[src/hw/rtl/ldsce_pkg.sv]
// Shared types, codes and sizing constants for the laser DAC stream command engine.
`default_nettype none

package ldsce_pkg;

  // Frame buffer size in points and rate queue depth.
  localparam int unsigned BUFFER_POINTS   = 8192;
  localparam int unsigned RATE_FIFO_DEPTH = 8;

  localparam int FIFO_IDX_W = $clog2(RATE_FIFO_DEPTH);
  localparam int LEVEL_W    = $clog2(BUFFER_POINTS + 1);

  // Field widths fixed by the interface.
  localparam int OP_W     = 4;
  localparam int RATE_IN_W = 32;
  localparam int RATE_W   = 20;
  localparam int COUNT_W  = 16;
  localparam int BLEVEL_W = 14;
  localparam int COLOR_W  = 16;
  localparam int TOTAL_W  = 32;
  localparam int FULL_W   = 11;
  localparam int FIT_W    = 18;

  // Fullness is reported on a 0..1799 scale.
  localparam logic [FULL_W-1:0] FULL_SCALE = 11'd1799;

  typedef enum logic [OP_W-1:0] {
    OP_PREPARE     = 4'd0,
    OP_BEGIN       = 4'd1,
    OP_QUEUE_RATE  = 4'd2,
    OP_DATA        = 4'd3,
    OP_POINT       = 4'd4,
    OP_STOP        = 4'd5,
    OP_ESTOP       = 4'd6,
    OP_CLEAR_ESTOP = 4'd7,
    OP_PING        = 4'd8,
    OP_CONNECT     = 4'd9,
    OP_DISCONNECT  = 4'd10
  } op_t;

  typedef enum logic [1:0] {
    KIND_NONE  = 2'd0,
    KIND_ACK   = 2'd1,
    KIND_FULL  = 2'd2,
    KIND_INVAL = 2'd3
  } kind_t;

  typedef enum logic [1:0] {
    PS_IDLE     = 2'd0,
    PS_PREPARED = 2'd1,
    PS_PLAYING  = 2'd2
  } play_t;

  typedef enum logic [1:0] {
    ES_READY = 2'd0,
    ES_STOP  = 2'd3
  } engine_t;

  // Command bytes echoed in a response.
  localparam logic [7:0] ECHO_NONE    = 8'h00;
  localparam logic [7:0] ECHO_ESTOP   = 8'h00;
  localparam logic [7:0] ECHO_PREPARE = 8'h70;  // 'p'
  localparam logic [7:0] ECHO_BEGIN   = 8'h62;  // 'b'
  localparam logic [7:0] ECHO_QUEUE   = 8'h71;  // 'q'
  localparam logic [7:0] ECHO_DATA    = 8'h64;  // 'd'
  localparam logic [7:0] ECHO_STOP    = 8'h73;  // 's'
  localparam logic [7:0] ECHO_CLEAR   = 8'h63;  // 'c'
  localparam logic [7:0] ECHO_PING    = 8'h3F;  // '?'

  localparam logic [2:0] PFLAG_PLAYING = 3'b001;
  localparam logic [2:0] PFLAG_ESTOP   = 3'b100;

  localparam logic CFG_MIN_RATE = 1'b0;
  localparam logic CFG_MAX_RATE = 1'b1;

  typedef struct packed {
    kind_t              kind;
    logic [7:0]         echo;
    play_t              play;
    engine_t            engine;
    logic               eflags;
    logic [2:0]         pflags;
    logic [FULL_W-1:0]  fullness;
    logic [RATE_W-1:0]  rate;
    logic [TOTAL_W-1:0] total;
    logic               blank;
    logic [RATE_W-1:0]  update;
    logic               clear;
  } result_t;

endpackage

`default_nettype wire

[src/hw/rtl/laser_dac_stream_command_engine.sv]
// Laser DAC stream command engine: playback state, e-stop, rate queue and responses.
// Results are registered in the result register, or in the skid register on a stall.
// Throughput: one item per cycle while in_stall is low; a two-entry output stage
// (result plus skid register) keeps the input open for one more item while stalled.
// Reset (rst, synchronous, active high) returns to idle, ready, zero rate and count,
// an empty rate queue and min/max rates of 1 and 100000 points per second.
`default_nettype none

module laser_dac_stream_command_engine
  import ldsce_pkg::*;
(
  input  wire logic                 clk,
  input  wire logic                 rst,

  // Configuration write port.
  input  wire logic                 cfg_write,
  input  wire logic                 cfg_index,
  input  wire logic [RATE_W-1:0]    cfg_data,

  // Input channel.
  input  wire logic                 in_valid,
  output logic                      in_stall,
  input  wire logic [OP_W-1:0]      operation,
  input  wire logic [RATE_IN_W-1:0] rate_value,
  input  wire logic [COUNT_W-1:0]   points_announced,
  input  wire logic [BLEVEL_W-1:0]  buffer_level,
  input  wire logic                 rate_change_bit,
  input  wire logic [COLOR_W-1:0]   red,
  input  wire logic [COLOR_W-1:0]   green,
  input  wire logic [COLOR_W-1:0]   blue,

  // Output channel.
  output logic                      out_valid,
  input  wire logic                 out_stall,
  output logic [1:0]                response_kind,
  output logic [7:0]                command_echo,
  output logic [1:0]                stream_state,
  output logic [1:0]                engine_state,
  output logic                      engine_flags,
  output logic [2:0]                stream_flags,
  output logic [FULL_W-1:0]         fill_report,
  output logic [RATE_W-1:0]         reported_rate,
  output logic [TOTAL_W-1:0]        points_total,
  output logic                      point_blank,
  output logic [RATE_W-1:0]         scan_rate_update,
  output logic                      clear_buffer
);

  // Configuration registers.
  logic [RATE_W-1:0] min_rate;
  logic [RATE_W-1:0] max_rate;

  // Engine state.
  play_t                play_state, play_state_next;
  engine_t              engine_stop, engine_stop_next;
  logic                 engine_flag, engine_flag_next;
  logic [2:0]           play_flags, play_flags_next;
  logic [RATE_W-1:0]    current_rate, current_rate_next;
  logic [TOTAL_W-1:0]   accepted_points, accepted_points_next;
  logic [COUNT_W-1:0]   points_remaining, points_remaining_next;
  logic [FIFO_IDX_W-1:0] fifo_wr, fifo_wr_next;
  logic [FIFO_IDX_W-1:0] fifo_rd, fifo_rd_next;

  // Rate queue storage. Entries are always written before they are read, so the
  // array has no reset.
  logic [RATE_IN_W-1:0] rate_fifo [RATE_FIFO_DEPTH];
  logic                 fifo_we;

  // Output stage: result register and skid register.
  result_t res;
  result_t out_q;
  result_t skid_q;
  logic    skid_valid;
  logic    in_acc;
  logic    out_take;
  logic    out_load;
  logic    skid_load;

  assign in_stall = skid_valid;
  assign in_acc   = in_valid && !skid_valid;
  assign out_take = out_valid && !out_stall;

  // The result register loads a new item when it is empty or being drained and the
  // skid register has nothing older. Otherwise a new item parks in the skid register.
  assign out_load  = in_acc && (!out_valid || (out_take && !skid_valid));
  assign skid_load = in_acc && out_valid && out_stall;

  // Helper values computed from the input item.
  logic [FIFO_IDX_W-1:0] wr_inc, rd_inc;
  logic                  fifo_empty, fifo_full;
  logic [RATE_IN_W-1:0]  popped;
  logic [RATE_IN_W-1:0]  min_ext, max_ext;
  logic [RATE_IN_W-1:0]  clamp_lo, clamp_rate;
  logic                  popped_ok;
  logic                  fits;
  logic                  is_blank;
  logic [COUNT_W-1:0]    remaining_dec;

  assign wr_inc = (fifo_wr == FIFO_IDX_W'(RATE_FIFO_DEPTH - 1)) ? '0 : fifo_wr + 1'b1;
  assign rd_inc = (fifo_rd == FIFO_IDX_W'(RATE_FIFO_DEPTH - 1)) ? '0 : fifo_rd + 1'b1;
  assign fifo_empty = (fifo_wr == fifo_rd);
  assign fifo_full  = (wr_inc == fifo_rd);
  assign popped     = rate_fifo[fifo_rd];

  assign min_ext = RATE_IN_W'(min_rate);
  assign max_ext = RATE_IN_W'(max_rate);

  // Begin: raise to the minimum first, then lower to the maximum, so the maximum wins
  // if the two registers are crossed.
  assign clamp_lo   = (rate_value < min_ext) ? min_ext : rate_value;
  assign clamp_rate = (clamp_lo > max_ext) ? max_ext : clamp_lo;
  assign popped_ok  = (popped >= min_ext) && (popped <= max_ext);

  assign fits = (FIT_W'(buffer_level) + FIT_W'(points_announced)) <= FIT_W'(BUFFER_POINTS);
  assign is_blank = (red == '0) && (green == '0) && (blue == '0);
  assign remaining_dec = points_remaining - 1'b1;

  // Buffer fullness: saturate the level to the buffer size, then scale to 0..1799.
  localparam int PROD_W = LEVEL_W + FULL_W;
  logic [LEVEL_W-1:0] level_sat;
  logic [PROD_W-1:0]  full_prod;
  logic [FULL_W-1:0]  full_scaled;

  assign level_sat = (32'(buffer_level) > 32'(BUFFER_POINTS)) ?
                     LEVEL_W'(BUFFER_POINTS) : LEVEL_W'(buffer_level);
  assign full_prod   = PROD_W'(level_sat) * PROD_W'(FULL_SCALE);
  assign full_scaled = FULL_W'(full_prod / BUFFER_POINTS);

  // Next state and response for the presented item.
  kind_t             kind;
  logic [7:0]        echo;
  logic              pblank;
  logic [RATE_W-1:0] upd;
  logic              clr;

  always_comb begin
    play_state_next       = play_state;
    engine_stop_next      = engine_stop;
    engine_flag_next      = engine_flag;
    play_flags_next       = play_flags;
    current_rate_next     = current_rate;
    accepted_points_next  = accepted_points;
    points_remaining_next = points_remaining;
    fifo_wr_next          = fifo_wr;
    fifo_rd_next          = fifo_rd;
    fifo_we               = 1'b0;
    kind                  = KIND_NONE;
    echo                  = ECHO_NONE;
    pblank                = 1'b0;
    upd                   = '0;
    clr                   = 1'b0;

    unique case (operation)
      OP_PREPARE: begin
        echo = ECHO_PREPARE;
        if (engine_stop != ES_READY || play_state != PS_IDLE) begin
          kind = KIND_INVAL;
        end else begin
          clr                  = 1'b1;
          fifo_wr_next         = '0;
          fifo_rd_next         = '0;
          accepted_points_next = '0;
          play_state_next      = PS_PREPARED;
          kind                 = KIND_ACK;
        end
      end
      OP_BEGIN: begin
        echo = ECHO_BEGIN;
        if (play_state != PS_PREPARED || buffer_level == '0) begin
          kind = KIND_INVAL;
        end else begin
          current_rate_next = clamp_rate[RATE_W-1:0];
          play_state_next   = PS_PLAYING;
          play_flags_next   = play_flags | PFLAG_PLAYING;
          upd               = clamp_rate[RATE_W-1:0];
          kind              = KIND_ACK;
        end
      end
      OP_QUEUE_RATE: begin
        echo = ECHO_QUEUE;
        if (play_state != PS_PREPARED && play_state != PS_PLAYING) begin
          kind = KIND_INVAL;
        end else begin
          // A full queue drops the rate but still acknowledges.
          if (!fifo_full) begin
            fifo_we      = 1'b1;
            fifo_wr_next = wr_inc;
          end
          kind = KIND_ACK;
        end
      end
      OP_DATA: begin
        if (!fits) begin
          points_remaining_next = '0;
          echo                  = ECHO_DATA;
          kind                  = KIND_FULL;
        end else if (points_announced == '0) begin
          points_remaining_next = '0;
          echo                  = ECHO_DATA;
          kind                  = KIND_ACK;
        end else begin
          points_remaining_next = points_announced;
        end
      end
      OP_POINT: begin
        // Points with no data header pending are ignored.
        if (points_remaining != '0) begin
          pblank = is_blank;
          if (rate_change_bit && !fifo_empty) begin
            fifo_rd_next = rd_inc;
            if (popped_ok) begin
              current_rate_next = popped[RATE_W-1:0];
              upd               = popped[RATE_W-1:0];
            end
          end
          accepted_points_next  = accepted_points + 1'b1;
          points_remaining_next = remaining_dec;
          if (remaining_dec == '0) begin
            echo = ECHO_DATA;
            kind = KIND_ACK;
          end
        end
      end
      OP_STOP: begin
        play_state_next   = PS_IDLE;
        play_flags_next   = play_flags & ~PFLAG_PLAYING;
        current_rate_next = '0;
        echo              = ECHO_STOP;
        kind              = KIND_ACK;
      end
      OP_ESTOP: begin
        engine_stop_next  = ES_STOP;
        engine_flag_next  = 1'b1;
        play_state_next   = PS_IDLE;
        play_flags_next   = PFLAG_ESTOP;
        current_rate_next = '0;
        clr               = 1'b1;
        echo              = ECHO_ESTOP;
        kind              = KIND_ACK;
      end
      OP_CLEAR_ESTOP: begin
        echo = ECHO_CLEAR;
        if (engine_stop != ES_STOP) begin
          kind = KIND_INVAL;
        end else begin
          engine_stop_next = ES_READY;
          engine_flag_next = 1'b0;
          play_state_next  = PS_IDLE;
          kind             = KIND_ACK;
        end
      end
      OP_PING: begin
        echo = ECHO_PING;
        kind = KIND_ACK;
      end
      OP_CONNECT: begin
        play_state_next       = PS_IDLE;
        clr                   = 1'b1;
        fifo_wr_next          = '0;
        fifo_rd_next          = '0;
        accepted_points_next  = '0;
        points_remaining_next = '0;
        echo                  = ECHO_PING;
        kind                  = KIND_ACK;
      end
      OP_DISCONNECT: begin
        play_state_next       = PS_IDLE;
        current_rate_next     = '0;
        points_remaining_next = '0;
      end
      default: begin
        // Unknown operation codes leave everything unchanged and give no response.
      end
    endcase
  end

  // Result snapshot taken from the state after the item.
  always_comb begin
    res.kind     = kind;
    res.echo     = echo;
    res.play     = play_state_next;
    res.engine   = engine_stop_next;
    res.eflags   = engine_flag_next;
    res.pflags   = play_flags_next;
    res.fullness = clr ? '0 : full_scaled;
    res.rate     = (play_state_next == PS_PLAYING) ? current_rate_next : '0;
    res.total    = accepted_points_next;
    res.blank    = pblank;
    res.update   = upd;
    res.clear    = clr;
  end

  // Control state and configuration.
  always_ff @(posedge clk) begin
    if (rst) begin
      min_rate         <= RATE_W'(1);
      max_rate         <= RATE_W'(100000);
      play_state       <= PS_IDLE;
      engine_stop      <= ES_READY;
      engine_flag      <= 1'b0;
      play_flags       <= '0;
      current_rate     <= '0;
      accepted_points  <= '0;
      points_remaining <= '0;
      fifo_wr          <= '0;
      fifo_rd          <= '0;
      out_valid        <= 1'b0;
      skid_valid       <= 1'b0;
    end else begin
      if (cfg_write) begin
        if (cfg_index == CFG_MIN_RATE) begin
          min_rate <= cfg_data;
        end else begin
          max_rate <= cfg_data;
        end
      end
      if (in_acc) begin
        play_state       <= play_state_next;
        engine_stop      <= engine_stop_next;
        engine_flag      <= engine_flag_next;
        play_flags       <= play_flags_next;
        current_rate     <= current_rate_next;
        accepted_points  <= accepted_points_next;
        points_remaining <= points_remaining_next;
        fifo_wr          <= fifo_wr_next;
        fifo_rd          <= fifo_rd_next;
      end
      // Output stage occupancy.
      if (out_take) begin
        if (skid_valid) begin
          skid_valid <= 1'b0;
        end else if (!in_acc) begin
          out_valid <= 1'b0;
        end
      end else if (!out_valid) begin
        if (in_acc) begin
          out_valid <= 1'b1;
        end
      end else if (skid_load) begin
        skid_valid <= 1'b1;
      end
    end
  end

  // Payload registers and queue storage.
  always_ff @(posedge clk) begin
    if (fifo_we && in_acc) begin
      rate_fifo[fifo_wr] <= rate_value;
    end
    if (out_take && skid_valid) begin
      out_q <= skid_q;
    end else if (out_load) begin
      out_q <= res;
    end
    if (skid_load) begin
      skid_q <= res;
    end
  end

  assign response_kind    = out_q.kind;
  assign command_echo     = out_q.echo;
  assign stream_state     = out_q.play;
  assign engine_state     = out_q.engine;
  assign engine_flags     = out_q.eflags;
  assign stream_flags     = out_q.pflags;
  assign fill_report      = out_q.fullness;
  assign reported_rate    = out_q.rate;
  assign points_total     = out_q.total;
  assign point_blank      = out_q.blank;
  assign scan_rate_update = out_q.update;
  assign clear_buffer     = out_q.clear;

endmodule

`default_nettype wire

[config.mk]
export PLATFORM = sky130hd
export DESIGN_NAME = laser_dac_stream_command_engine
export DESIGN_NICKNAME = d
export VERILOG_FILES = /design/src/hw/rtl/ldsce_pkg.sv /design/src/hw/rtl/laser_dac_stream_command_engine.sv
export SDC_FILE = /design/constraint.sdc
export NUM_CORES = 1
export LEC_CHECK = 0
export BUFFER_PORTS_ARGS = -buffer_cell sky130_fd_sc_hd__buf_2
export CAP_MARGIN = 20
export CORE_ASPECT_RATIO = 0.7
export CORE_MARGIN = 3
export CORE_UTILIZATION = 45
export CTS_BUF_LIST = sky130_fd_sc_hd__clkbuf_8
export DETAILED_ROUTE_END_ITERATION = 7
export HOLD_SLACK_MARGIN = 0.05
export PLACE_DENSITY_LB_ADDON = 0.12
export SYNTH_ARGS = -nofsm -noshare
export SYNTH_HDL_FRONTEND = slang
export SYNTH_SLANG_ARGS = --single-unit
export TNS_END_PERCENT = 100
[constraint.sdc]
create_clock -name clk -period 12.1 [get_ports clk]
set_clock_uncertainty 0.05 [all_clocks]
set_input_delay 1.21 -clock clk [delete_from_list [all_inputs] [get_ports clk]]
set_output_delay 1.21 -clock clk [all_outputs]
set_load 0.01 [all_outputs]
Yosys cells after proc, flatten, opt, wreduce, memory -nomap -nowiden

Memory sizes are Yosys's and may differ from the RTL's. A register that Yosys moved wholly into a read port is not among the register bits.
Cells that the tools add are included.

RAM bits: 256
Output and inout port bits: 105
Register bits after elaboration: 330
Word-level logic and storage cells: 197
Input port bits: 141
Memories kept: 1

Memory list:

| name      | words | width | read ports | clocked after memory_dff | wr ports | line                                  | RTL |
|---|---|---|---|---|---|---|---|
| rate_fifo | 8     | 32    | 1          | 1                        | 1        | laser_dac_stream_command_engine.sv:66 | `logic [RATE_IN_W-1:0] rate_fifo [RATE_FIFO_DEPTH];` |

Muxes and demuxes: 73
$lt $le $gt $ge: 6
Add/subtract/negate cells: 5
Multiply operators: 1
Bitwise operators: 1
Reductions and logical operators: 48
Equality and inequality tests: 25

Operators by type and width:

| cell                   | number |
|---|---|
| $mux 103               | 2 |
| $mux 20                | 10 |
| $mux 32                | 3 |
| $pmux 32 s3            | 1 |
| $logic_not 16->1       | 5 |
| $pmux 20 s3            | 1 |
| $pmux 7 s8             | 1 |
| $mux 16                | 3 |
| $pmux 16 s3            | 1 |
| $pmux 20 s2            | 1 |
| $add 32x1->32 const B  | 1 |
| $ge 32x20->1           | 1 |
| $gt 32x20->1           | 1 |
| $le 32x20->1           | 1 |
| $lt 32x20->1           | 1 |
| $mux 7                 | 4 |
| $mux 3                 | 9 |
| $pmux 3 s3             | 3 |
| $mul 14x11->24 const B | 1 |
| $mux 1                 | 18 |
| $mux 2                 | 9 |
| $ne 2x2->1 const B     | 9 |
| $add 14x16->17         | 1 |
| $le 17x14->1 const B   | 1 |
| 32 further kinds       | 71 |

Logic depth before layout (Yosys ltp)

Depth in word-level cells: 9
Gate-level depth with buffers: 22
Gate-level depth less buffers: 21

Worst setup path before layout

No wires, ideal clock.

Kind: input-to-reg
Start point: input in_valid
End point: register out_q, in the netlist clear_buffer, enable pin
Stages on the path: 6
Library setup time: 0.597 ns
Data required time: 11.453 ns
Data arrival time: 7.110 ns
Path slack: 4.343 ns
Path buffers: 3
Cell sequence: nor2b_1 -> clkbuf_1 -> clkbuf_1 -> buf_1 -> a21oi_1 -> a21oi_1

Cells in the longest elaborated chain, start to end: 3

Ends and longest elaborated chain:

| element                            | line                                   | RTL |
|---|---|---|
| start: declaration                 | laser_dac_stream_command_engine.sv:21  | `input wire logic in_valid,` |
| $logic_and 1x1->1                  | laser_dac_stream_command_engine.sv:80  | `assign in_acc = in_valid && !skid_valid;` |
| $logic_and 1x1->1                  | laser_dac_stream_command_engine.sv:85  | `assign out_load = in_acc && (!out_valid \|\| (out_take && !skid_valid));` |
| $reduce_bool 2->1 (no source line) | -                                      |  |
| end signal: assignment             | laser_dac_stream_command_engine.sv:351 | `out_q <= skid_q;` |
| end signal: assignment             | laser_dac_stream_command_engine.sv:353 | `out_q <= res;` |
| end: declaration                   | laser_dac_stream_command_engine.sv:71  | `result_t out_q;` |

No other way between the ends.
A chain may end at the register's enable or synchronous reset.

Final worst setup path

Start point: input buffer_level[13]
End point: register out_q, in the netlist fill_report[9] (data pin)

Cells in the longest elaborated chain, start to end: 6

Ends and longest elaborated chain:

| element            | line                                   | RTL |
|---|---|---|
| start: declaration | laser_dac_stream_command_engine.sv:26  | `input wire logic [BLEVEL_W-1:0] buffer_level,` |
| $gt 14x14->1       | laser_dac_stream_command_engine.sv:124 | `assign level_sat = (32'(buffer_level) > 32'(BUFFER_POINTS)) ?` |
| $mux 14 *          | laser_dac_stream_command_engine.sv:124 |  |
| $mul 14x11->24 *   | laser_dac_stream_command_engine.sv:126 | `assign full_prod = PROD_W'(level_sat) * PROD_W'(FULL_SCALE);` |
| $mux 11 *          | laser_dac_stream_command_engine.sv:285 | `res.fullness = clr ? '0 : full_scaled;` |
| $mux 103 *         | laser_dac_stream_command_engine.sv:352 | `end else if (out_load) begin` |
| $mux 103 *         | laser_dac_stream_command_engine.sv:350 | `if (out_take && skid_valid) begin` |

Mark *: on every way between the ends. The rest lies on a longest branch, timed or not. The select of a mux whose other input is x is not followed.

==> flow_summary.json <==
{
  "p_per_area_nw_per_um2": 135,
  "cts.reportedPaths.clkPinSlew_ns": 0.06,
  "cts.sink_count": 587,
  "cts_tree": "done",
  "crit_chain": "buf_2, nor2b_1, inv_1, fa_1, inv_1, ha_1, fa_1, fa_1, inv_1, fa_1, inv_1, ha_1, a21oi_1, o21ai_0, a22o_1, a211oi_1, nor2_1, a21oi_1, xor2_1, o31ai_1",
  "htree_num_levels": 3,
  "ir_drop_mv": 0.115,
  "ctsHoldBuffers": 0,
  "portBuffers": 244,
  "p_leak_nw": 13.2,
  "grt_pass1_vias": 21600,
  "grt_max_degree": 83,
  "end_kind": "flip-flop",
  "ios": 246,
  "cts_root_buffer": "clkbuf_8",
  "cts_buffers": 92,
  "max_stage_delay_ns": 0.63,
  "antenna_found_initial": 4,
  "num-nets-final": 3250,
  "clock_latency_ns": 0.73,
  "place_congestion": 0.949,
  "synth_top_flop_cell": "edfxtp_1",
  "dieWidth_um": 316,
  "whs_path_depth": 2,
  "ant_nets": 0,
  "synthToLayoutAreaGrowth_pct": 13.1,
  "setup_viol": 0,
  "design_area_um2": 34300,
  "relSlewSlack_pct": 19.0,
  "fill_cells": 5782,
  "finalMaxSlewViolations": 0,
  "tightest_slew_ns": 1.22,
  "drc_errors": 0,
  "crit_slowest_cell": "fa_1",
  "row_count": 78,
  "postCtsSetupBuffers": 0,
  "hold_viol_final": 0,
  "ys_async_sr_fraction_pct": 0,
  "postLayoutCoreUtil_pct": 52.2,
  "reg2reg_depth": 13,
  "synth_area_per_cell_um2": 11.4,
  "synth_top_area_share_pct": 45.6,
  "cts_buffer_depth": 3,
  "grt_pass1_wl_mm": 130,
  "track_usage_pct": 24.1,
  "wl_per_cell_um": 22.4,
  "drt_iter0_drc": 1961,
  "multiInputGateArea_um2": 12800,
  "worstPathMaxFanout": 17,
  "start_kind": "input port",
  "postPlaceCellArea_um2": 32500,
  "seq_area_um2": 16400,
  "synthDistinctLibCells": 93,
  "netlist_area_um2": 30300,
  "synth_top_area_cell": "edfxtp_1",
  "start_util_pct": 46.1,
  "avgViaCountPerCell": 5.80,
  "place_ws_ns": 5.19,
  "dr.pass1.iters": 5,
  "yosys-top-cells-area": "edfxtp_1, dfxtp_1, ha_1, nand2_1, mux4_2",
  "synth-seq-area-share_pct": 54.0,
  "worstPathArrival_ns": 6.65,
  "core_um2": 65700,
  "routed_wl_mm": 86.2,
  "cp.required_ns": 12.46,
  "grt_overflow": 0,
  "cap_violations": 0,
  "ctsResizeCount": 0,
  "place_hpwl_mm": 60.9,
  "synth.net_count": 3005,
  "rsz0062_at_grt": "no",
  "outcome": "finished clean",
  "synth_cells": 2652,
  "dieArea_um2": 70500,
  "ys_seq_elements": 587,
  "drive_above_1_share_pct": 18.8,
  "synth_edf_count": 460,
  "fin_crit_ns": 6.29,
  "die_y_um": 223,
  "worstSetupPathType": "in -> reg",
  "fin_tns_setup_ns": 0,
  "fin_ws_ns": 5.81,
  "yosys_warnings": 0,
  "vias": 22400,
  "timing.fmax_mhz": 159,
  "hold_class": "reg -> reg",
  "finalCritPeriodShare_pct": 52.0
}
==> cell usage after synthesis, drive strengths merged, types with 28 or more instances <==
cell      n
inv     186
nand3    35
clkbuf   92
nor4     56
and2     28
ha      179
o22ai    28
o21ai   127
dfxtp   127
nor2    177
and3     33
buf      39
nand2   302
mux2     40
edfxtp  460
fa       33
a21oi   171
mux4     40
nor3     45
nand4    52
o21a     31
==> kinds of logic (layout without fill, tap and decap cells) <==
family	Yosys count	count (layout)	synth area share, %
adders and majority gates	212	212	9.57
and+or+nand+nor	814	814	12.9
DFF	587	587	54.0
muxes	95	95	4.96
AOI/OAI and AO/OA	586	586	13.4
other	2	3	0.0248
buffers and inverters	319	641	4.13
xor gates and xnor gates	37	37	1.07
==> cell type report <==
class | instances | share of cell area [%]
Inverter | 188 | 2.06
Tap cell | 880 | 3.21
Sequential cell | 587 | 47.8
Antenna cell | 1 | 0.00731
Clock inverter | 73 | 1.13
Timing Repair Buffer | 282 | 4.57
Multi-Input combinational cell | 1746 | 37.3
Clock buffer | 98 | 3.94
==> flip-flops by register name, indices dropped and copies added (netlist names), 3 cells and up, named ones only <==
signal / flops
fifo_rd: 3
points_total: 32
fill_report: 11
scan_rate_update: 20
min_rate: 20
stream_flags: 3
points_remaining: 16
accepted_points: 32
current_rate: 20
reported_rate: 20
command_echo: 7
skid_q: 102
rate_fifo: 256
max_rate: 20
play_flags: 3
fifo_wr: 3
==> path summary, 6_finish.rpt <==
| check | endpoint | startpoint | slack (ns) |
|---|---|---|---|
| worst max-delay path | fill_report[9] | buffer_level[13] | 5.81 |
| worst min-delay path | play_flags[2] | play_flags[2] | 0.42 |
| worst max register to register | reported_rate[17] | flip-flop | 5.97 |
| worst min register to register | play_flags[2] | play_flags[2] | 0.42 |
==> stage by stage <==
step | cells | power, mW | hold WS [ns]
5_1_grt | 3854 | 4.84 | 0.440
6_report | 3855 | 4.62 | 0.420
2_1_floorplan | 2652 | 2.78 | 0.378
3_5_place_dp | 3680 | 3.04 | 0.404
3_3_place_gp | 3679 | 3.03 | 0.398
4_1_cts | 3851 | 4.66 | 0.421
==> per-layer routing <==
layer / up-vias / global-route usage [%] / share of wire, %
li1: 10400 / - / -
met1: 11000 / 36.0 / 47
met2: 808 / 35.4 / 43
met3: 134 / 5.36 / 7.4
met4: 2 / 6.21 / 2.3
met5: - / 0 / 0.015
==> report_power, final <==
part	switching [mW]	total, mW	internal [mW]
Clock	0.813	1.61	0.797
Combinational	0.451	0.706	0.255
Sequential	0.0409	2.30	2.26
==> cell usage in the layout, fill, tap and decap left out, types with 21 or more instances in the layout <==
cell	synthesis	layout
edfxtp_1	460	460
nand2_1	302	300
buf_2	22	244
inv_1	186	223
ha_1	179	179
nor2_1	176	175
a21oi_1	170	168
dfxtp_1	127	125
o21ai_0	112	112
clkbuf_8	0	98
nor4_1	54	54
nand4_1	52	52
nor3_1	45	42
mux4_2	40	40
mux2_2	40	40
nand3_1	34	34
buf_4	5	34
fa_1	33	33
and3_1	33	32
o21a_1	31	31
and2_1	28	27
a22o_1	25	25
nor2b_1	25	24
a211oi_1	25	24
o22ai_1	22	22
o221a_2	21	21
==> critical path, delay by kind of cell <==
family | cells | cell delay, ns
AO/OA/AOI/OAI | 6 | 1.25
buffers and inverters | 5 | 0.60
adder cells (fa/ha/maj) | 6 | 2.84
AND/OR/NAND/NOR | 2 | 0.52
XOR/XNOR | 1 | 0.21
Note: power is estimated with default switching activity, not from simulation.
